`config.mk`:
```
export PLATFORM = sky130hd
export DESIGN_NAME = wtnm_sqrt
export DESIGN_NICKNAME = d
export VERILOG_FILES = /design/src/hdl/wtnm_pkg.sv /design/src/hdl/wtnm_sqrt.sv
export SDC_FILE = /design/constraint.sdc
export NUM_CORES = 1
export LEC_CHECK = 0
export CAP_MARGIN = 0
export CORE_ASPECT_RATIO = 0.8
export CORE_UTILIZATION = 31
export DETAILED_ROUTE_END_ITERATION = 16
export DONT_BUFFER_PORTS = 1
export PLACE_DENSITY = 0.56
export SLEW_MARGIN = 20
export SYNTH_ARGS = -nofsm -noshare
export SYNTH_HDL_FRONTEND = slang
export SYNTH_SLANG_ARGS = --single-unit
```
`constraint.sdc`:
```
create_clock -name clk -period 13 [get_ports clk]
set_input_delay 1.3 -clock clk [delete_from_list [all_inputs] [get_ports clk]]
set_output_delay 1.3 -clock clk [all_outputs]
set_load 0.01 [all_outputs]
```
`src/hdl/wtnm_pkg.sv`:
```
package wtnm_pkg;

  localparam int MAX_ROTORS  = 8;
  localparam int TABLE_DEPTH = 4 * MAX_ROTORS;
  localparam int ADDR_W      = $clog2(TABLE_DEPTH);
  localparam int ROT_W       = $clog2(MAX_ROTORS + 1);
  localparam int COEF_W      = 48;
  localparam int WRENCH_W    = 32;
  localparam int OUT_W       = 32;
  localparam int CFG_IDX_W   = 3;

  localparam logic [1:0] KIND_ALLOC  = 2'd0;
  localparam logic [1:0] KIND_MIX    = 2'd1;
  localparam logic [1:0] KIND_WRENCH = 2'd2;

  localparam logic [CFG_IDX_W-1:0] CFG_ROTOR_COUNT = 3'd0;
  localparam logic [CFG_IDX_W-1:0] CFG_PWM_A2      = 3'd1;
  localparam logic [CFG_IDX_W-1:0] CFG_PWM_A1      = 3'd2;
  localparam logic [CFG_IDX_W-1:0] CFG_PWM_A0      = 3'd3;
  localparam logic [CFG_IDX_W-1:0] CFG_PWM_MIN     = 3'd4;
  localparam logic [CFG_IDX_W-1:0] CFG_PWM_MAX     = 3'd5;

  localparam logic signed [63:0] I64_MAX = 64'sh7FFF_FFFF_FFFF_FFFF;
  localparam logic signed [63:0] I64_MIN = 64'sh8000_0000_0000_0000;
  localparam logic signed [63:0] I32_MAX = 64'sh0000_0000_7FFF_FFFF;
  localparam logic signed [63:0] I32_MIN = 64'shFFFF_FFFF_8000_0000;

  typedef enum logic [1:0] {SH_8, SH_16, SH_24} shift_sel_t;

  typedef enum logic [1:0] {PH_SETTLE, PH_START, PH_WAIT} phase_t;

  typedef enum logic [3:0] {
    S_IDLE, S_ALLOC_MUL, S_SQRT, S_OMSQ, S_A2, S_A1, S_ADD0, S_ADD1,
    S_DIV, S_MIX_MUL, S_DONE
  } seq_state_t;

  typedef struct packed {
    logic       start;
    shift_sel_t shift;
  } mul_req_t;

  typedef struct packed {
    logic done;
    logic sat;
  } unit_rsp_t;

  typedef struct packed {
    logic        sat;
    logic [63:0] val;
  } sum_t;

  typedef struct packed {
    logic        sat;
    logic [31:0] val;
  } clamp_t;

  function automatic logic signed [63:0] ext48(input logic [47:0] v);
    return $signed({{16{v[47]}}, v});
  endfunction

  function automatic logic signed [63:0] ext32(input logic [31:0] v);
    return $signed({{32{v[31]}}, v});
  endfunction

  function automatic sum_t sat_add(input logic signed [63:0] a, input logic signed [63:0] b);
    logic [64:0] s;
    sum_t        r;
    s     = {a[63], a} + {b[63], b};
    r.sat = s[64] ^ s[63];
    r.val = r.sat ? (s[64] ? I64_MIN : I64_MAX) : s[63:0];
    return r;
  endfunction

  function automatic clamp_t clamp32(input logic signed [63:0] v);
    clamp_t r;
    r.sat = 1'b0;
    r.val = v[31:0];
    if (v > I32_MAX) begin
      r.sat = 1'b1;
      r.val = I32_MAX[31:0];
    end else if (v < I32_MIN) begin
      r.sat = 1'b1;
      r.val = I32_MIN[31:0];
    end
    return r;
  endfunction

endpackage

```
`src/hdl/wtnm_sqrt.sv`:
```
module wtnm_sqrt (
  input  logic        clk,
  input  logic        rst_n,
  input  logic        start,
  input  logic [63:0] radicand,
  output logic        done,
  output logic [31:0] root
);
  import wtnm_pkg::*;

  logic        busy_r;
  logic        done_r;
  logic [4:0]  cnt_r;
  logic [63:0] v_r;
  logic [63:0] res_r;
  logic [63:0] bit_r;
  logic [63:0] t;
  logic        ge;
  logic        take;

  assign take = start && !busy_r;
  assign t    = res_r + bit_r;
  assign ge   = v_r >= t;

  always_ff @(posedge clk) begin
    if (!rst_n) begin
      busy_r <= 1'b0;
      done_r <= 1'b0;
      cnt_r  <= '0;
    end else begin
      done_r <= 1'b0;
      if (take) begin
        busy_r <= 1'b1;
        cnt_r  <= '0;
      end else if (busy_r) begin
        cnt_r <= cnt_r + 5'd1;
        if (cnt_r == 5'd31) begin
          busy_r <= 1'b0;
          done_r <= 1'b1;
        end
      end
    end
  end

  always_ff @(posedge clk) begin
    if (take) begin
      v_r   <= radicand;
      res_r <= '0;
      bit_r <= 64'h4000_0000_0000_0000;
    end else if (busy_r) begin
      if (ge) begin
        v_r   <= v_r - t;
        res_r <= (res_r >> 1) + bit_r;
      end else begin
        res_r <= res_r >> 1;
      end
      bit_r <= bit_r >> 2;
    end
  end

  assign done = done_r;
  assign root = res_r[31:0];

endmodule

```
==> flow_metrics.env <==
export IMPL_yosys_warnings=0
export IMPL_hold_path_class="flop to flop"
export IMPL_path_clk_slew_ns=0.08
export IMPL_syn_area_mm2=0.0151
export IMPL_drt_wl_total_mm=45.2
export IMPL_drt_first_pass_iters=5
export IMPL_finalClockSkew_ns=0.0130
export IMPL_fmaxAchievable_mhz=140
export IMPL_hold_viol=0
export IMPL_clk_latency_ns=0.46
export IMPL_finalSetupViolations=0
export IMPL_rows=71
export IMPL_critPathKind="flop to flop"
export IMPL_hold_start="bit_r[20]$_SDFFE_PP0P_"
export IMPL_critPathMaxFanout=83
export IMPL_critPathLaunch="res_r[0]$_SDFFE_PP0P_"
export IMPL_p_sw_mw=1.21
export IMPL_nFillCells=5030
export IMPL_cts_tree="built"
export IMPL_postCtsSetupBuffers=0
export IMPL_critPathBufInv=2
export IMPL_crit_top_cell="ha_1"
export IMPL_die_h_um=199
export IMPL_ir_drop_v=0.000112
export IMPL_synth_top_area_share_pct=13.7
export IMPL_start_util_pct=31.7
export IMPL_worstMarginPinSlew_ns=0.935
export IMPL_synth_seq_cells=167
export IMPL_cp_depth=25
export IMPL_wl_per_cell_um=18.5
export IMPL_dpl_cell_count=2419
export IMPL_yosysTopAreaCell="dfxtp_1"
export IMPL_worstPathArrival_ns=7.22
export IMPL_synth_area_leaders="dfxtp_1 14%, edfxtp_1 13%, ha_1 11%"
export IMPL_placeableCoreArea_mm2=0.0474
export IMPL_clock_sinks=167
export IMPL_slew_headroom_pct=37.7
export IMPL_setup_tns_ns=0
export IMPL_io_pin_count=100
export IMPL_root_buffer="clkbuf_16"
export IMPL_p_per_area_mw_per_mm2=174
export IMPL_die_area_mm2=0.0495
export IMPL_grt_total_usage_pct=18.5
export IMPL_grt_util_met1_pct=29.2
export IMPL_synth_ff_type="dfxtp_1"
export IMPL_die_w_um=248
export IMPL_cts_max_path_buffers=2
export IMPL_max_stage_delay_ns=0.63
export IMPL_cts_resized=0
export IMPL_postRouteAntennaNets=0
export IMPL_dr_total_vias=13600
export IMPL_postCtsHoldBufs=0
export IMPL_power_frac_seq_pct=28.4
export IMPL_start_kind="flop"
export IMPL_grt_max_degree=89
export IMPL_layout_drive_gt1_share_pct=4.04
export IMPL_drc=0
export IMPL_antenna_found_initial=0
export IMPL_seq_area_frac_synth_pct=26.5
export IMPL_power_leakage_nw=5.74
export IMPL_synth_cell_types=80
export IMPL_status="finished clean"
export IMPL_busiest_layer="met1"
export IMPL_numCtsBuffers=17
export IMPL_end_kind="flop"
export IMPL_grt_pass1_wl_mm=71.5
export IMPL_htreeDepth=4
export IMPL_hpwl_mm=34.7
export IMPL_rsz0062_at_grt="no"
export IMPL_power_switching_share_pct=44.1
export IMPL_max_cap_violations=0
export IMPL_gr_usage_met2_pct=25.0
export IMPL_io_buffers=0
export IMPL_area_growth_pct=5.00
export IMPL_period_share_pct=54.9
export IMPL_seqCellArea_mm2=0.00399
export IMPL_fin_cells=2451
export IMPL_grt_use_met3_pct=4.04
export IMPL_multi_input_area_mm2=0.0103
export IMPL_syn_inst=1933
export IMPL_synth_edf_count=64
export IMPL_fin_crit_ns=7.14
export IMPL_p_clk_share_pct=18.8
export IMPL_syn_num_nets=2133
export IMPL_power_internal_mw=1.54
export IMPL_combPwrFrac_pct=52.8
export IMPL_slew_viol_final=0
export IMPL_drt_iter0_drc=1185
export IMPL_reg2reg_depth=25
export IMPL_syn_area_per_cell_um2=7.79
export IMPL_grt_pass1_vias=12500
export IMPL_critical_path_required_ns=13.08
export IMPL_slowest_stage="buf_4"
export IMPL_place_congestion=0.902
export IMPL_cp_top_family="compound AO/OA/AOI/OAI gates"
export IMPL_async_reset_ff_share_pct=0
export IMPL_post_drt_via_cell_ratio=5.54
export IMPL_nets=2018
export IMPL_worstHoldPathCells=2
export IMPL_globalRouteOverflowTotal=0
export IMPL_worstReg2RegStart="res_r[0]$_SDFFE_PP0P_"
## tightest hold or removal path, cell delays in order, from the launching register on
cell,delay [ns]
dfxtp_1,0.34
nand2_1,0.07
o21ai_0,0.06
## flip-flops by register name (all words and copies together), names as in the netlist
name,count
done,1
busy_r,1
res_r,64
v_r,64
cnt_r,5
bit_r,32
## area by class of cell
| cell class | instances | share of cell area, % |
|---|---|---|
| Clock buffer | 19 | 2.87 |
| Inverter | 28 | 0.665 |
| Sequential cell | 167 | 25.2 |
| Multi-Input combinational cell | 1598 | 65.3 |
| Tap cell | 620 | 4.91 |
| Antenna cell | 1 | 0.0158 |
| Clock inverter | 12 | 0.728 |
| Timing Repair Buffer | 6 | 0.285 |
## cell families after synthesis
kind of cell	count (synthesis)	share of synthesized area (%)
flops	167	26.5
xor+xnor	175	10.2
compound gates	641	27.0
mux	3	0.216
fa+ha+maj	133	11.1
buf+inv	168	5.14
simple gates	646	19.9
## placed cells by master (no fill, tap or decap), types with 35 or more instances in the layout
cell / Yosys / final
nand2_1: 237 / 236
o21ai_0: 174 / 174
nor2_1: 166 / 165
a21oi_1: 164 / 164
ha_1: 132 / 132
dfxtp_1: 103 / 102
xor2_1: 92 / 92
xnor2_1: 83 / 83
a31oi_1: 65 / 65
edfxtp_1: 64 / 64
nand2b_1: 62 / 61
a22o_1: 48 / 48
nand4_1: 45 / 45
o21bai_1: 35 / 35
## synthesized netlist by cell type, types with 10 or more instances
cell and number:
o21bai_1 35, nand2_1 237, a21o_1 32, xor2_1 92
ha_1 132, and2_1 10, xnor2_1 83, a31oi_1 65
nand3_1 24, nor2_1 166, o21ai_1 11, buf_2 11
o21ai_0 174, a31o_2 14, and3_1 16, edfxtp_1 64
nand2b_1 62, o31ai_1 12, buf_4 32, nand4_1 45
nor2b_1 28, clkbuf_1 94, inv_1 28, nor3_1 32
a21oi_1 164, a22o_1 48, dfxtp_1 103
## per-layer routing
layer | vias to the layer above | share of wire [%]
met5 | - | 0
met4 | 0 | 1.1
met3 | 27 | 6.6
met2 | 367 | 39
met1 | 6417 | 54
li1 | 6757 | -
## per-stage QoR
step           setup slack [ns]  power (mW)  utilization, %  cell area, um2  hold WS, ns
3_5_place_dp               5.87        2.22            32.1           15200        0.508
2_1_floorplan              6.68        1.90               -           15100        0.470
5_1_grt                    5.24        2.97            33.3           15800        0.547
4_1_cts                    5.85        2.75            33.3           15800        0.519
3_3_place_gp               5.88        2.23            32.1           15200        0.488
6_report                   5.86        2.76            33.3           15800        0.516
## path summary, 6_finish.rpt
check | endpoint | slack, ns
worst max-delay path | v_r[11]$_DFFE_PP_ | 5.86
worst max register to register | v_r[11]$_DFFE_PP_ | 5.86
worst min register to register | bit_r[18]$_SDFFE_PP0P_ | 0.52
worst min-delay path | bit_r[18]$_SDFFE_PP0P_ | 0.52
## power by group through the flow
stage / sequential, mW / combinational [mW] / clock (mW)
CTS: 0.781 / 1.44 / 0.526
global placement: 0.792 / 1.43 / 0
floorplan: 0.753 / 1.14 / 0
detailed placement: 0.791 / 1.43 / 0
finish: 0.783 / 1.45 / 0.519
global route: 0.793 / 1.63 / 0.547
(Power assumes the default switching activity.)
