## src/hdl/wtnm_pkg.sv

```systemverilog
package wtnm_pkg;

  localparam int MAX_ROTORS  = 8;
  localparam int TABLE_DEPTH = 4 * MAX_ROTORS;
  localparam int ADDR_W      = $clog2(TABLE_DEPTH);
  localparam int ROT_W       = $clog2(MAX_ROTORS + 1);
  localparam int COEF_W      = 48;
  localparam int WRENCH_W    = 32;
  localparam int OUT_W       = 32;
  localparam int CFG_IDX_W   = 3;

  localparam logic [1:0] KIND_ALLOC  = 2'd0;
  localparam logic [1:0] KIND_MIX    = 2'd1;
  localparam logic [1:0] KIND_WRENCH = 2'd2;

  localparam logic [CFG_IDX_W-1:0] CFG_ROTOR_COUNT = 3'd0;
  localparam logic [CFG_IDX_W-1:0] CFG_PWM_A2      = 3'd1;
  localparam logic [CFG_IDX_W-1:0] CFG_PWM_A1      = 3'd2;
  localparam logic [CFG_IDX_W-1:0] CFG_PWM_A0      = 3'd3;
  localparam logic [CFG_IDX_W-1:0] CFG_PWM_MIN     = 3'd4;
  localparam logic [CFG_IDX_W-1:0] CFG_PWM_MAX     = 3'd5;

  localparam logic signed [63:0] I64_MAX = 64'sh7FFF_FFFF_FFFF_FFFF;
  localparam logic signed [63:0] I64_MIN = 64'sh8000_0000_0000_0000;
  localparam logic signed [63:0] I32_MAX = 64'sh0000_0000_7FFF_FFFF;
  localparam logic signed [63:0] I32_MIN = 64'shFFFF_FFFF_8000_0000;

  typedef enum logic [1:0] {SH_8, SH_16, SH_24} shift_sel_t;

  typedef enum logic [1:0] {PH_SETTLE, PH_START, PH_WAIT} phase_t;

  typedef enum logic [3:0] {
    S_IDLE, S_ALLOC_MUL, S_SQRT, S_OMSQ, S_A2, S_A1, S_ADD0, S_ADD1,
    S_DIV, S_MIX_MUL, S_DONE
  } seq_state_t;

  typedef struct packed {
    logic       start;
    shift_sel_t shift;
  } mul_req_t;

  typedef struct packed {
    logic done;
    logic sat;
  } unit_rsp_t;

  typedef struct packed {
    logic        sat;
    logic [63:0] val;
  } sum_t;

  typedef struct packed {
    logic        sat;
    logic [31:0] val;
  } clamp_t;

  function automatic logic signed [63:0] ext48(input logic [47:0] v);
    return $signed({{16{v[47]}}, v});
  endfunction

  function automatic logic signed [63:0] ext32(input logic [31:0] v);
    return $signed({{32{v[31]}}, v});
  endfunction

  function automatic sum_t sat_add(input logic signed [63:0] a, input logic signed [63:0] b);
    logic [64:0] s;
    sum_t        r;
    s     = {a[63], a} + {b[63], b};
    r.sat = s[64] ^ s[63];
    r.val = r.sat ? (s[64] ? I64_MIN : I64_MAX) : s[63:0];
    return r;
  endfunction

  function automatic clamp_t clamp32(input logic signed [63:0] v);
    clamp_t r;
    r.sat = 1'b0;
    r.val = v[31:0];
    if (v > I32_MAX) begin
      r.sat = 1'b1;
      r.val = I32_MAX[31:0];
    end else if (v < I32_MIN) begin
      r.sat = 1'b1;
      r.val = I32_MIN[31:0];
    end
    return r;
  endfunction

endpackage

```

## src/hdl/wtnm_div.sv

```systemverilog
module wtnm_div (
  input  logic                clk,
  input  logic                rst_n,
  input  logic                start,
  input  logic signed [63:0]  num,
  input  logic signed [63:0]  den,
  output wtnm_pkg::unit_rsp_t rsp,
  output logic signed [63:0]  quot
);
  import wtnm_pkg::*;

  localparam int DVD_W = 88;
  localparam int DEN_W = 49;

  logic             busy_r;
  logic             done_r;
  logic [6:0]       cnt_r;
  logic [DEN_W-1:0] ud_r;
  logic [DEN_W-1:0] rem_r;
  logic [DVD_W-1:0] dvd_r;
  logic             neg_r;
  logic [63:0]      quot_r;
  logic             sat_r;

  logic [63:0]      un;
  logic [63:0]      ud;
  logic [DEN_W:0]   t;
  logic [DEN_W:0]   t_sub;
  logic             ge;
  logic             ovf;
  logic             take;

  assign take  = start && !busy_r;
  assign un    = num[63] ? (64'd0 - num) : num;
  assign ud    = den[63] ? (64'd0 - den) : den;
  assign t     = {rem_r, dvd_r[DVD_W-1]};
  assign t_sub = t - {1'b0, ud_r};
  assign ge    = t >= {1'b0, ud_r};
  assign ovf   = |dvd_r[DVD_W-1:63];

  always_ff @(posedge clk) begin
    if (!rst_n) begin
      busy_r <= 1'b0;
      done_r <= 1'b0;
      cnt_r  <= '0;
    end else begin
      done_r <= 1'b0;
      if (take) begin
        cnt_r <= '0;
        if (den == 64'sd0) begin
          done_r <= 1'b1;
        end else begin
          busy_r <= 1'b1;
        end
      end else if (busy_r) begin
        cnt_r <= cnt_r + 7'd1;
        if (cnt_r == 7'(DVD_W)) begin
          busy_r <= 1'b0;
          done_r <= 1'b1;
        end
      end
    end
  end

  always_ff @(posedge clk) begin
    if (take) begin
      ud_r   <= ud[DEN_W-1:0];
      rem_r  <= '0;
      dvd_r  <= {un, 24'd0};
      neg_r  <= num[63] ^ den[63];
      quot_r <= '0;
      sat_r  <= (den == 64'sd0);
    end else if (busy_r) begin
      if (cnt_r < 7'(DVD_W)) begin
        rem_r <= ge ? t_sub[DEN_W-1:0] : t[DEN_W-1:0];
        dvd_r <= {dvd_r[DVD_W-2:0], ge};
      end else begin
        sat_r <= ovf;
        if (ovf) begin
          quot_r <= neg_r ? (64'd0 - I64_MAX) : I64_MAX;
        end else begin
          quot_r <= neg_r ? (64'd0 - dvd_r[63:0]) : dvd_r[63:0];
        end
      end
    end
  end

  assign rsp.done = done_r;
  assign rsp.sat  = sat_r;
  assign quot     = quot_r;

endmodule

```

## config.mk

```make
export PLATFORM = sky130hd
export DESIGN_NAME = wtnm_div
export DESIGN_NICKNAME = d
export VERILOG_FILES = /design/src/hdl/wtnm_pkg.sv /design/src/hdl/wtnm_div.sv
export SDC_FILE = /design/constraint.sdc
export NUM_CORES = 1
export LEC_CHECK = 0
export BUFFER_PORTS_ARGS = -buffer_cell sky130_fd_sc_hd__buf_2
export CAP_MARGIN = 10
export CORE_MARGIN = 5
export CORE_UTILIZATION = 50
export CTS_BUF_LIST = sky130_fd_sc_hd__clkbuf_8
export CTS_CLUSTER_SIZE = 12
export DETAILED_ROUTE_END_ITERATION = 6
export GPL_ROUTABILITY_DRIVEN = 0
export MAX_ROUTING_LAYER = met4
export PLACE_DENSITY = 0.68
export SLEW_MARGIN = 20
export SYNTH_ARGS = -nofsm -noshare
export SYNTH_HDL_FRONTEND = slang
export SYNTH_SLANG_ARGS = --single-unit
export TNS_END_PERCENT = 100
```

## constraint.sdc

```tcl
create_clock -name clk -period 4.53 [get_ports clk]
set_input_delay 0.453 -clock clk [delete_from_list [all_inputs] [get_ports clk]]
set_output_delay 0.453 -clock clk [all_outputs]
set_load 0.05 [all_outputs]
```

==> run_results.csv <==
group,metric,value,unit
clock_tree,cts_buffers,46,
pwr,p_int,4.435,mW
pwr,power_frac_seq,44.2,%
worst_setup_path,timing.rr.start,"dvd_r[87]",
placed_design,dp_slack,0.4640,ns
worst_setup_path,reg2reg_to,"rem_r[19]",
sta,slew_violations,0,
placed_design,dp_hpwl,33360,um
sta,setup_ws,0.6995,ns
global_route,grt_use_met2,37.61,%
clock_tree,holdBufCountCts,0,
pwr,power_frac_comb,20.1,%
hold_path,hp-start,"den[0]",
yosys,netlist_top_cells_area,"edfxtp_1, dfxtp_1, o21ai_0, nand2_1, xor2_1",
global_route,grt_busiest_layer,"met2",
yosys,synth_cell_types,76,
sta,period_share,84.56,%
worst_setup_path,r2r_setup_slack,0.70,ns
global_route,grt-ovfl-total,0,
worst_setup_path,worst_setup_path_start_kind,"flop",
pwr,p_per_area,333.8,nW/um2
yosys,synth_area_leader_cell,"edfxtp_1",
worst_setup_path,crit_path_end_kind,"flop",
worst_setup_path,path_class,"reg2reg",
pwr,switching_share,29.94,%
flow_run,cap_violations,0,
yosys,syn_area,16760,um2
yosys,yosysTopAreaCellShare,20.60,%
placed_design,port_buffers,196,
global_route,antenna_found_initial,0,
hold_path,whs_endpoint,"ud_r[0]",
yosys,synth_seq_cells,261,
worst_setup_path,cp.required,4.96,ns
clock_tree,htreeDepth,2,
sta,worst_pin_slew,1.076,ns
global_route,grt_max_degree,87,
yosys,ys_warn_count,0,
global_route,groute.usage.overall,24.37,%
cells_and_area,synthToLayoutAreaGrowth,13.15,%
sta,hold_viol,0,
routing,wl,46120,um
sta,fmax,261.1,MHz
sta,rsz0062_at_grt,"no",
yosys,syn_inst,2035,
routing,avgRoutedWirePerCell,17.31,um
cells_and_area,instances_no_fill,2664,
pwr,power_switching,1.895,mW
hold_path,hp-class,"in2reg",
routing,avgViaCountPerCell,5.886,
clock_tree,postCtsResizedCells,0,
global_route,grt_pass1_wl,73200,um
worst_setup_path,crit_path_max_fanout,31,
clock_tree,cts_tree,"yes",
pwr,p_leak,7.805,nW
clock_tree,clk_latency,0.57,ns
worst_setup_path,critPathLaunch,"dvd_r[87]",
pwr,p_clk_share,35.8,%
die,die_h,193.1,um
yosys,avgSynthCellArea,8.236,um2
sta,finClkSkew,0.03082,ns
clock_tree,clk_path_buf_depth,3,
run_status,status,"finished clean",
worst_setup_path,r2r_cells,14,
yosys,synth_ff_type,"dfxtp_1",
pwr,finalPower,6.330,mW
cells_and_area,final_common_cell,"o21ai_0",
cells_and_area,antenna_cells,0,
cells_and_area,nNetsFinal,2370,
clock_tree,cts-root-buf,"clkbuf_8",
die,std_cell_rows,67,
sta,setup_violations,0,
global_route,use_met1,33.95,%
clock_tree,path_clk_slew,0.06,ns
global_route,met3_usage,3.529,%
die,ios,197,
routing,drc,0,
die,die_w,193.1,um
cells_and_area,final_cell_mix,"o21ai_0, nand2_1, buf_2",
pwr,vdd_drop_max,0.0002388,V
sta,finalCriticalPeriod,3.831,ns
die,start_util,50.36,%
routing,drt_iter0_drc,1452,
yosys,yosysSeqAreaShare,38.04,%
sta,slew_headroom,28.27,%
placed_design,post-place-cells,2584,
clock_tree,clkSinkCount,261,
yosys,syn_nets,2221,
routing,dr.pass1.iters,5,
routing,ant_nets,0,
die,die-area,37280,um2
sta,tns,0,ns
cells_and_area,drive_above_1_share,14.85,%
hold_path,holdPathStages,1,
cells_and_area,fillers,3130,
worst_setup_path,crit_arrival,4.26,ns
yosys,ys_async_sr_fraction,0,%
die,core,33280,um2
yosys,synth-edff-count,115,
global_route,grt_pass1_vias,14440,
clock_tree,post_cts_buffers,0,
routing,vias,15680,
[final cells by class]
class | count | area (um2) | area share (%)
clock buffer | 60 | 825.8 | 4.355
clock inverter | 20 | 132.6 | 0.6994
inverter | 81 | 305.3 | 1.610
multi-input combinational | 1574 | 9602 | 50.63
sequential | 261 | 6376 | 33.62
tap | 448 | 560.5 | 2.956
timing repair buffer | 220 | 1161 | 6.123
[worst max-delay path, stage by stage (launching register included)]
cell and delay (ns):
edfxtp_1 0.41, inv_1 0.07, ha_1 0.13, inv_1 0.06, fa_1 0.42, a211oi_1 0.35
o211ai_1 0.19, a31oi_1 0.28, o211a_1 0.27, o211a_1 0.30, o2bb2ai_4 0.40, buf_4 0.39
nor2_1 0.08, a211oi_1 0.27, nor3_1 0.08
[worst max-delay path by stage]
stage | end
final | rem_r[19]
after global routing | rem_r[19]
after CTS | rem_r[19]
after detailed placement | dvd_r[84]
after global placement | dvd_r[84]
after floorplan | dvd_r[86]
[cell families after synthesis]
| kind of cell | after synthesis | synth area share (%) |
|---|---|---|
| mux | 12 | 0.7167 |
| flops | 261 | 38.04 |
| simple gates | 715 | 20.90 |
| xor+xnor | 161 | 8.414 |
| buf+inv | 200 | 4.867 |
| fa+ha+maj | 55 | 4.151 |
| compound gates | 631 | 22.91 |
[per-layer routing]
metal  part of all wire, %  up-vias  wire [um]
met3                   6.9       88       3161
met1                    46     7319      21320
met2                    45      515      20650
met5                     0        -          0
li1                      -     7757          -
met4                   2.1        0        986
[metrics by stage]
step / hold slack [ns] / area, um2 / utilization (%)
2_1_floorplan: 0.4489 / 16760 / -
5_1_grt: 0.1118 / 18960 / 56.98
6_report: 0.1252 / 18960 / 56.98
3_3_place_gp: 0.4509 / 18000 / 54.10
3_5_place_dp: 0.4566 / 18000 / 54.10
4_1_cts: 0.1003 / 18960 / 56.98
[synth_stat cells, types with 14 or more instances]
cell / n
or3_1: 31
nand2_1: 216
nor3_1: 60
edfxtp_1: 115
xor2_1: 83
o21ai_0: 242
clkbuf_1: 100
a211oi_1: 34
o31ai_1: 45
xnor2_1: 78
nor2_1: 136
o22ai_1: 30
o41ai_1: 19
dfxtp_1: 146
a21oi_1: 131
a221oi_1: 14
nand3_1: 119
a21o_1: 34
nor2b_1: 16
nor4_1: 26
ha_1: 54
and3_1: 14
or4_1: 21
inv_1: 79
[registers in the layout (all words and copies together), names as in the netlist]
signal,count
done_r,1
quot,64
ud_r,49
neg_r,1
dvd_r,88
busy_r,1
cnt_r,7
rem_r,49
sat_r,1
[power groups by stage]
stage	registers, mW	logic (mW)	clock network, mW
floorplan	2.78	0.923	0
global placement	2.83	1.24	0
detailed placement	2.84	1.26	0
CTS	2.79	1.26	2.32
global route	2.81	1.41	2.43
finish	2.80	1.27	2.26
No activity file was read; power rests on OpenSTA's default activity.
