## config.mk

```make
export PLATFORM = sky130hd
export DESIGN_NAME = wtnm_mul
export DESIGN_NICKNAME = d
export VERILOG_FILES = /design/src/hdl/wtnm_pkg.sv /design/src/hdl/wtnm_mul.sv
export SDC_FILE = /design/constraint.sdc
export NUM_CORES = 2
export LEC_CHECK = 0
export ABC_CLOCK_PERIOD_IN_PS = 15200
export BUFFER_PORTS_ARGS = -buffer_cell sky130_fd_sc_hd__buf_4
export CORE_UTILIZATION = 60
export DETAILED_ROUTE_END_ITERATION = 16
export MAX_ROUTING_LAYER = met4
export PLACE_DENSITY = 0.77
export SLEW_MARGIN = 10
export SYNTH_ARGS = -nofsm -noshare
export SYNTH_HDL_FRONTEND = slang
export SYNTH_SLANG_ARGS = --single-unit
export TNS_END_PERCENT = 50
```

## constraint.sdc

```tcl
create_clock -name clk -period 15.2 [get_ports clk]
set_input_delay 1.52 -clock clk [delete_from_list [all_inputs] [get_ports clk]]
set_output_delay 1.52 -clock clk [all_outputs]
set_load 0.05 [all_outputs]
```

## src/hdl/wtnm_pkg.sv

```systemverilog
package wtnm_pkg;

  localparam int MAX_ROTORS  = 8;
  localparam int TABLE_DEPTH = 4 * MAX_ROTORS;
  localparam int ADDR_W      = $clog2(TABLE_DEPTH);
  localparam int ROT_W       = $clog2(MAX_ROTORS + 1);
  localparam int COEF_W      = 48;
  localparam int WRENCH_W    = 32;
  localparam int OUT_W       = 32;
  localparam int CFG_IDX_W   = 3;

  localparam logic [1:0] KIND_ALLOC  = 2'd0;
  localparam logic [1:0] KIND_MIX    = 2'd1;
  localparam logic [1:0] KIND_WRENCH = 2'd2;

  localparam logic [CFG_IDX_W-1:0] CFG_ROTOR_COUNT = 3'd0;
  localparam logic [CFG_IDX_W-1:0] CFG_PWM_A2      = 3'd1;
  localparam logic [CFG_IDX_W-1:0] CFG_PWM_A1      = 3'd2;
  localparam logic [CFG_IDX_W-1:0] CFG_PWM_A0      = 3'd3;
  localparam logic [CFG_IDX_W-1:0] CFG_PWM_MIN     = 3'd4;
  localparam logic [CFG_IDX_W-1:0] CFG_PWM_MAX     = 3'd5;

  localparam logic signed [63:0] I64_MAX = 64'sh7FFF_FFFF_FFFF_FFFF;
  localparam logic signed [63:0] I64_MIN = 64'sh8000_0000_0000_0000;
  localparam logic signed [63:0] I32_MAX = 64'sh0000_0000_7FFF_FFFF;
  localparam logic signed [63:0] I32_MIN = 64'shFFFF_FFFF_8000_0000;

  typedef enum logic [1:0] {SH_8, SH_16, SH_24} shift_sel_t;

  typedef enum logic [1:0] {PH_SETTLE, PH_START, PH_WAIT} phase_t;

  typedef enum logic [3:0] {
    S_IDLE, S_ALLOC_MUL, S_SQRT, S_OMSQ, S_A2, S_A1, S_ADD0, S_ADD1,
    S_DIV, S_MIX_MUL, S_DONE
  } seq_state_t;

  typedef struct packed {
    logic       start;
    shift_sel_t shift;
  } mul_req_t;

  typedef struct packed {
    logic done;
    logic sat;
  } unit_rsp_t;

  typedef struct packed {
    logic        sat;
    logic [63:0] val;
  } sum_t;

  typedef struct packed {
    logic        sat;
    logic [31:0] val;
  } clamp_t;

  function automatic logic signed [63:0] ext48(input logic [47:0] v);
    return $signed({{16{v[47]}}, v});
  endfunction

  function automatic logic signed [63:0] ext32(input logic [31:0] v);
    return $signed({{32{v[31]}}, v});
  endfunction

  function automatic sum_t sat_add(input logic signed [63:0] a, input logic signed [63:0] b);
    logic [64:0] s;
    sum_t        r;
    s     = {a[63], a} + {b[63], b};
    r.sat = s[64] ^ s[63];
    r.val = r.sat ? (s[64] ? I64_MIN : I64_MAX) : s[63:0];
    return r;
  endfunction

  function automatic clamp_t clamp32(input logic signed [63:0] v);
    clamp_t r;
    r.sat = 1'b0;
    r.val = v[31:0];
    if (v > I32_MAX) begin
      r.sat = 1'b1;
      r.val = I32_MAX[31:0];
    end else if (v < I32_MIN) begin
      r.sat = 1'b1;
      r.val = I32_MIN[31:0];
    end
    return r;
  endfunction

endpackage

```

## src/hdl/wtnm_mul.sv

```systemverilog
module wtnm_mul (
  input  logic                clk,
  input  logic                rst_n,
  input  wtnm_pkg::mul_req_t  req,
  input  logic signed [63:0]  op_a,
  input  logic signed [63:0]  op_b,
  output wtnm_pkg::unit_rsp_t rsp,
  output logic signed [63:0]  prod
);
  import wtnm_pkg::*;

  logic         busy_r;
  logic         done_r;
  logic [2:0]   k_r;
  logic [63:0]  ma_r;
  logic [63:0]  mb_r;
  logic         neg_r;
  shift_sel_t   sh_r;
  logic [63:0]  pp_r;
  logic [127:0] acc_r;
  logic [63:0]  prod_r;
  logic         sat_r;

  logic [31:0]  a_half;
  logic [31:0]  b_half;
  logic [63:0]  pp_nxt;
  logic [1:0]   kp;
  logic [1:0]   offs;
  logic [127:0] pp_sh;
  logic [127:0] q;
  logic         rem_nz;
  logic [127:0] qr;
  logic [127:0] limit;
  logic         ovf;
  logic [63:0]  res;
  logic         take;

  assign take   = req.start && !busy_r;
  assign a_half = k_r[1] ? ma_r[63:32] : ma_r[31:0];
  assign b_half = k_r[0] ? mb_r[63:32] : mb_r[31:0];
  assign pp_nxt = a_half * b_half;
  assign kp     = k_r[1:0] - 2'd1;
  assign offs   = {1'b0, kp[1]} + {1'b0, kp[0]};

  always_comb begin
    unique case (offs)
      2'd0:    pp_sh = {64'd0, pp_r};
      2'd1:    pp_sh = {32'd0, pp_r, 32'd0};
      2'd2:    pp_sh = {pp_r, 64'd0};
      default: pp_sh = '0;
    endcase
  end

  always_comb begin
    unique case (sh_r)
      SH_8: begin
        q      = acc_r >> 8;
        rem_nz = |acc_r[7:0];
      end
      SH_16: begin
        q      = acc_r >> 16;
        rem_nz = |acc_r[15:0];
      end
      SH_24: begin
        q      = acc_r >> 24;
        rem_nz = |acc_r[23:0];
      end
      default: begin
        q      = acc_r >> 24;
        rem_nz = |acc_r[23:0];
      end
    endcase
    qr    = q + {127'd0, neg_r & rem_nz};
    limit = neg_r ? {64'd0, 1'b1, 63'd0} : {64'd0, 1'b0, {63{1'b1}}};
    ovf   = qr > limit;
    if (ovf) begin
      res = neg_r ? I64_MIN : I64_MAX;
    end else begin
      res = neg_r ? (64'd0 - qr[63:0]) : qr[63:0];
    end
  end

  always_ff @(posedge clk) begin
    if (!rst_n) begin
      busy_r <= 1'b0;
      done_r <= 1'b0;
      k_r    <= '0;
    end else begin
      done_r <= 1'b0;
      if (take) begin
        busy_r <= 1'b1;
        k_r    <= '0;
      end else if (busy_r) begin
        k_r <= k_r + 3'd1;
        if (k_r == 3'd5) begin
          busy_r <= 1'b0;
          done_r <= 1'b1;
        end
      end
    end
  end

  always_ff @(posedge clk) begin
    if (take) begin
      ma_r  <= op_a[63] ? (64'd0 - op_a) : op_a;
      mb_r  <= op_b[63] ? (64'd0 - op_b) : op_b;
      neg_r <= op_a[63] ^ op_b[63];
      sh_r  <= req.shift;
      acc_r <= '0;
    end else if (busy_r) begin
      if (k_r <= 3'd3) begin
        pp_r <= pp_nxt;
      end
      if (k_r >= 3'd1 && k_r <= 3'd4) begin
        acc_r <= acc_r + pp_sh;
      end
      if (k_r == 3'd5) begin
        prod_r <= res;
        sat_r  <= ovf;
      end
    end
  end

  assign rsp.done = done_r;
  assign rsp.sat  = sat_r;
  assign prod     = prod_r;

endmodule

```

==> results_tabular.tex <==
\begin{tabular}{lr}
\hline
Metric & Value \\
\hline
\multicolumn{2}{l}{\textbf{Status}} \\
Result of the run & complete, no violations \\
\multicolumn{2}{l}{\textbf{Placement}} \\
Port buffer count & 198 \\
Routability congestion estimate from global placement & 1.03 \\
HPWL reported at the end of detailed placement & 174000 um \\
Total instance count after detailed placement & 9153 \\
\multicolumn{2}{l}{\textbf{Clock tree}} \\
Worst-skew pair later-pin latency & 0.65 ns \\
Deepest clock path buffer count & 3 \\
H-tree depth reported by CTS & 2 \\
CTS tree & built \\
Count of clock tree sinks & 393 \\
Number of buffers inserted by hold repair at cts & 0 \\
Number of buffers created by CTS & 47 \\
Resized cells post-CTS & 0 \\
Root buffer cell & sky130\_fd\_sc\_hd\_\_clkbuf\_16 \\
Clock transition at the register clock pins on the worst setup and hold paths after CTS & 0.07 ns \\
Post-CTS setup buffer count & 0 \\
\multicolumn{2}{l}{\textbf{Worst hold path}} \\
Worst hold path startpoint & acc\_r[4]\$\_SDFFE\_PP0P\_ \\
Worst min path class & register to register \\
Hold Path Stages & 2 \\
\multicolumn{2}{l}{\textbf{Setup path}} \\
Cell repeated most along the worst path & sky130\_fd\_sc\_hd\_\_fa\_1 \\
Critical path required time & 15.57 ns \\
Worst Setup End Kind & register \\
Arrival time of data at the critical path endpoint & 11.19 ns \\
CP Class & register to register \\
Origin of the critical flop-to-flop path & k\_r[1]\$\_SDFFE\_PP0P\_ \\
CP max stage cell & sky130\_fd\_sc\_hd\_\_mux2i\_4 \\
R2R depth & 30 \\
Critical path startpoint category & register \\
Slowest cell delay on critical path & 0.95 ns \\
Worst Setup SP & k\_r[1]\$\_SDFFE\_PP0P\_ \\
Critical-path maximum fanout & 42 \\
\multicolumn{2}{l}{\textbf{Synth}} \\
Top-area cell type share of the netlist area & 0.270 \\
Async set-or-reset flop fraction in the synthesized netlist & 0 \\
Cell count after synthesis & 7794 \\
Flip-flop cell with the highest count after synthesis & sky130\_fd\_sc\_hd\_\_edfxtp\_1 \\
Number of enable flip-flop cells after synthesis & 260 \\
Ranking of synthesized cells by area & sky130\_fd\_sc\_hd\_\_fa\_1 27\%, sky130\_fd\_sc\_hd\_\_edfxtp\_1 12\%, sky130\_fd\_sc\_hd\_\_ha\_1 8.7\% \\
Number of different library cells in the post-synthesis netlist & 94 \\
Share of synthesized area occupied by flip-flops and latches & 0.157 \\
Yosys reg bits & 393 \\
Count of warnings emitted by yosys & 0 \\
Post-synth design cell area & 66600 um2 \\
Leading area contributor after synthesis & sky130\_fd\_sc\_hd\_\_fa\_1 \\
Net count after synthesis & 9289 \\
Average instance area after synthesis & 8.55 um2 \\
\multicolumn{2}{l}{\textbf{GRT}} \\
Number of antenna violations at the first check in global routing & 1 \\
Total overflow reported by the global router & 0 \\
Vias in the first global route & 58.2k \\
Overall track demand over capacity in global routing & 0.413 \\
First-pass GRT wire length & 341000 um \\
Maximum number of pins on one net before global-route repair & 125 \\
\multicolumn{2}{l}{\textbf{Floorplan}} \\
Site row count & 121 \\
Die Y & 335 um \\
I/O pin count & 199 \\
Area of the core region & 109000 um2 \\
Starting Density & 0.608 \\
Die outline area & 112000 um2 \\
Die W & 335 um \\
\multicolumn{2}{l}{\textbf{Timing}} \\
Max Transition Viols Final & 0 \\
Relative max-transition margin & 0.120 \\
Final period utilization & 0.712 \\
Final setup skew & 0.0415 ns \\
Final Hold Fails & 0 \\
Final-layout setup total negative slack & 0 ns \\
Unrepaired setup endpoints after global routing & no \\
Slew at the pin closest to its max-slew limit & 1.29 ns \\
Fin crit period & 10.82 ns \\
Setup-violating endpoint count in the final report & 0 \\
Highest clock rate & 92.4 MHz \\
\multicolumn{2}{l}{\textbf{Detailed routing}} \\
Vias per std cell & 6.28 \\
Violation count after the first detailed-routing iteration & 5736 \\
DRC violation count after routing & 0 \\
Count of nets left with antenna violations after detail routing & 0 \\
Final routed wirelength across all metal layers & 224000 um \\
Vias after detailed routing & 58.0k \\
Iteration count of the initial detailed-routing pass & 6 \\
WL per Instance & 24.2 um \\
\multicolumn{2}{l}{\textbf{Finish}} \\
Layout area overhead & 6.33\% \\
Post-route non-filler standard cell count & 9241 \\
Post-layout nets & 9221 \\
Layout cells sized above 1 & 0.0741 \\
\multicolumn{2}{l}{\textbf{Run}} \\
Max-cap violation count & 0 \\
\hline
\end{tabular}
## critical path: cells and delay by family, from the launching register on
family | cells | cell delay (ns)
xor gates and xnor gates | 1 | 0.12
AOI/OAI and AO/OA | 6 | 2.17
DFF | 1 | 0.63
and+or+nand+nor | 6 | 1.20
buffers and inverters | 7 | 0.98
adders and majority gates | 9 | 4.42
muxes | 1 | 0.95
## final cells by class
cell class,count,area [um2]
clock buffer,61,1290
antenna,1,2.50
sequential,393,10500
multi-input combinational,5977,50900
fill,9272,38600
inverter,1016,3820
timing repair buffer,291,2180
tap,1476,1850
clock inverter,26,328
## cells in the mapped netlist (all sizes together), types with 59 or more instances
cell,number
buf,63
xnor2,275
o21ai,382
a21oi,376
dfxtp,133
nand2,882
edfxtp,260
and2,88
mux2i,198
nor2,842
fa,897
clkbuf,345
ha,465
nand4,123
nor3,112
a22o,65
or4,64
mux2,112
nand3,142
xor2,105
o31ai,59
inv,1015
a21o,139
o21a,61
## cells in the final DEF, fill, tap and decap left out, types with 141 or more instances in the layout
master / n
sky130_fd_sc_hd__nand2_1: 882
sky130_fd_sc_hd__nand3_1: 141
sky130_fd_sc_hd__o21ai_0: 338
sky130_fd_sc_hd__fa_1: 897
sky130_fd_sc_hd__buf_4: 291
sky130_fd_sc_hd__edfxtp_1: 260
sky130_fd_sc_hd__nor2_1: 842
sky130_fd_sc_hd__a21oi_1: 376
sky130_fd_sc_hd__xnor2_1: 275
sky130_fd_sc_hd__inv_1: 1014
sky130_fd_sc_hd__ha_1: 463
sky130_fd_sc_hd__mux2i_1: 154
## layer usage
layer,global-route usage,wire [um],share of wire
met1,0.486,81900,0.37
met2,0.640,99900,0.45
met4,0.271,19100,0.085
met5,-,0,0
met3,0.0877,23100,0.10
## cell families after synthesis
family / count (synthesis) / share of synthesized area
compound gates: 1371 / 0.130
flops: 393 / 0.157
simple gates: 2554 / 0.174
fa+ha+maj: 1362 / 0.357
buf+inv: 1424 / 0.0831
xor+xnor: 380 / 0.0500
mux: 310 / 0.0487
## registers in the layout (all words and copies together), names as in the netlist
signal / flops
ma_r: 64
neg_r: 1
pp_r: 64
busy_r: 1
k_r: 3
mb_r: 64
acc_r: 128
done_r: 1
sh_r: 2
prod: 64
sat_r: 1
## path summary, 6_finish.rpt
| path | endpoint | slack, ns |
|---|---|---|
| worst min register to register | acc_r[4]$_SDFFE_PP0P_ | 0.48 |
| worst max-delay path | pp_r[59]$_DFFE_PP_ | 4.38 |
| worst min-delay path | acc_r[4]$_SDFFE_PP0P_ | 0.48 |
| worst max register to register | pp_r[59]$_DFFE_PP_ | 4.38 |
## through the flow
stage                     hold slack, ns  worst slack [ns]   util  instance area, um2
after CTS                          0.487              4.43  0.647               70800
after global routing               0.517              3.95  0.647               70800
after floorplan                    0.449              5.80      -               66600
after global placement             0.460              4.57  0.632               69200
final                              0.485              4.38  0.647               70800
after detailed placement           0.476              4.44  0.632               69200
Power is left out: the tool's default activity adds up to more than one toggle a clock period on the data nets, which glitch-free logic cannot reach.
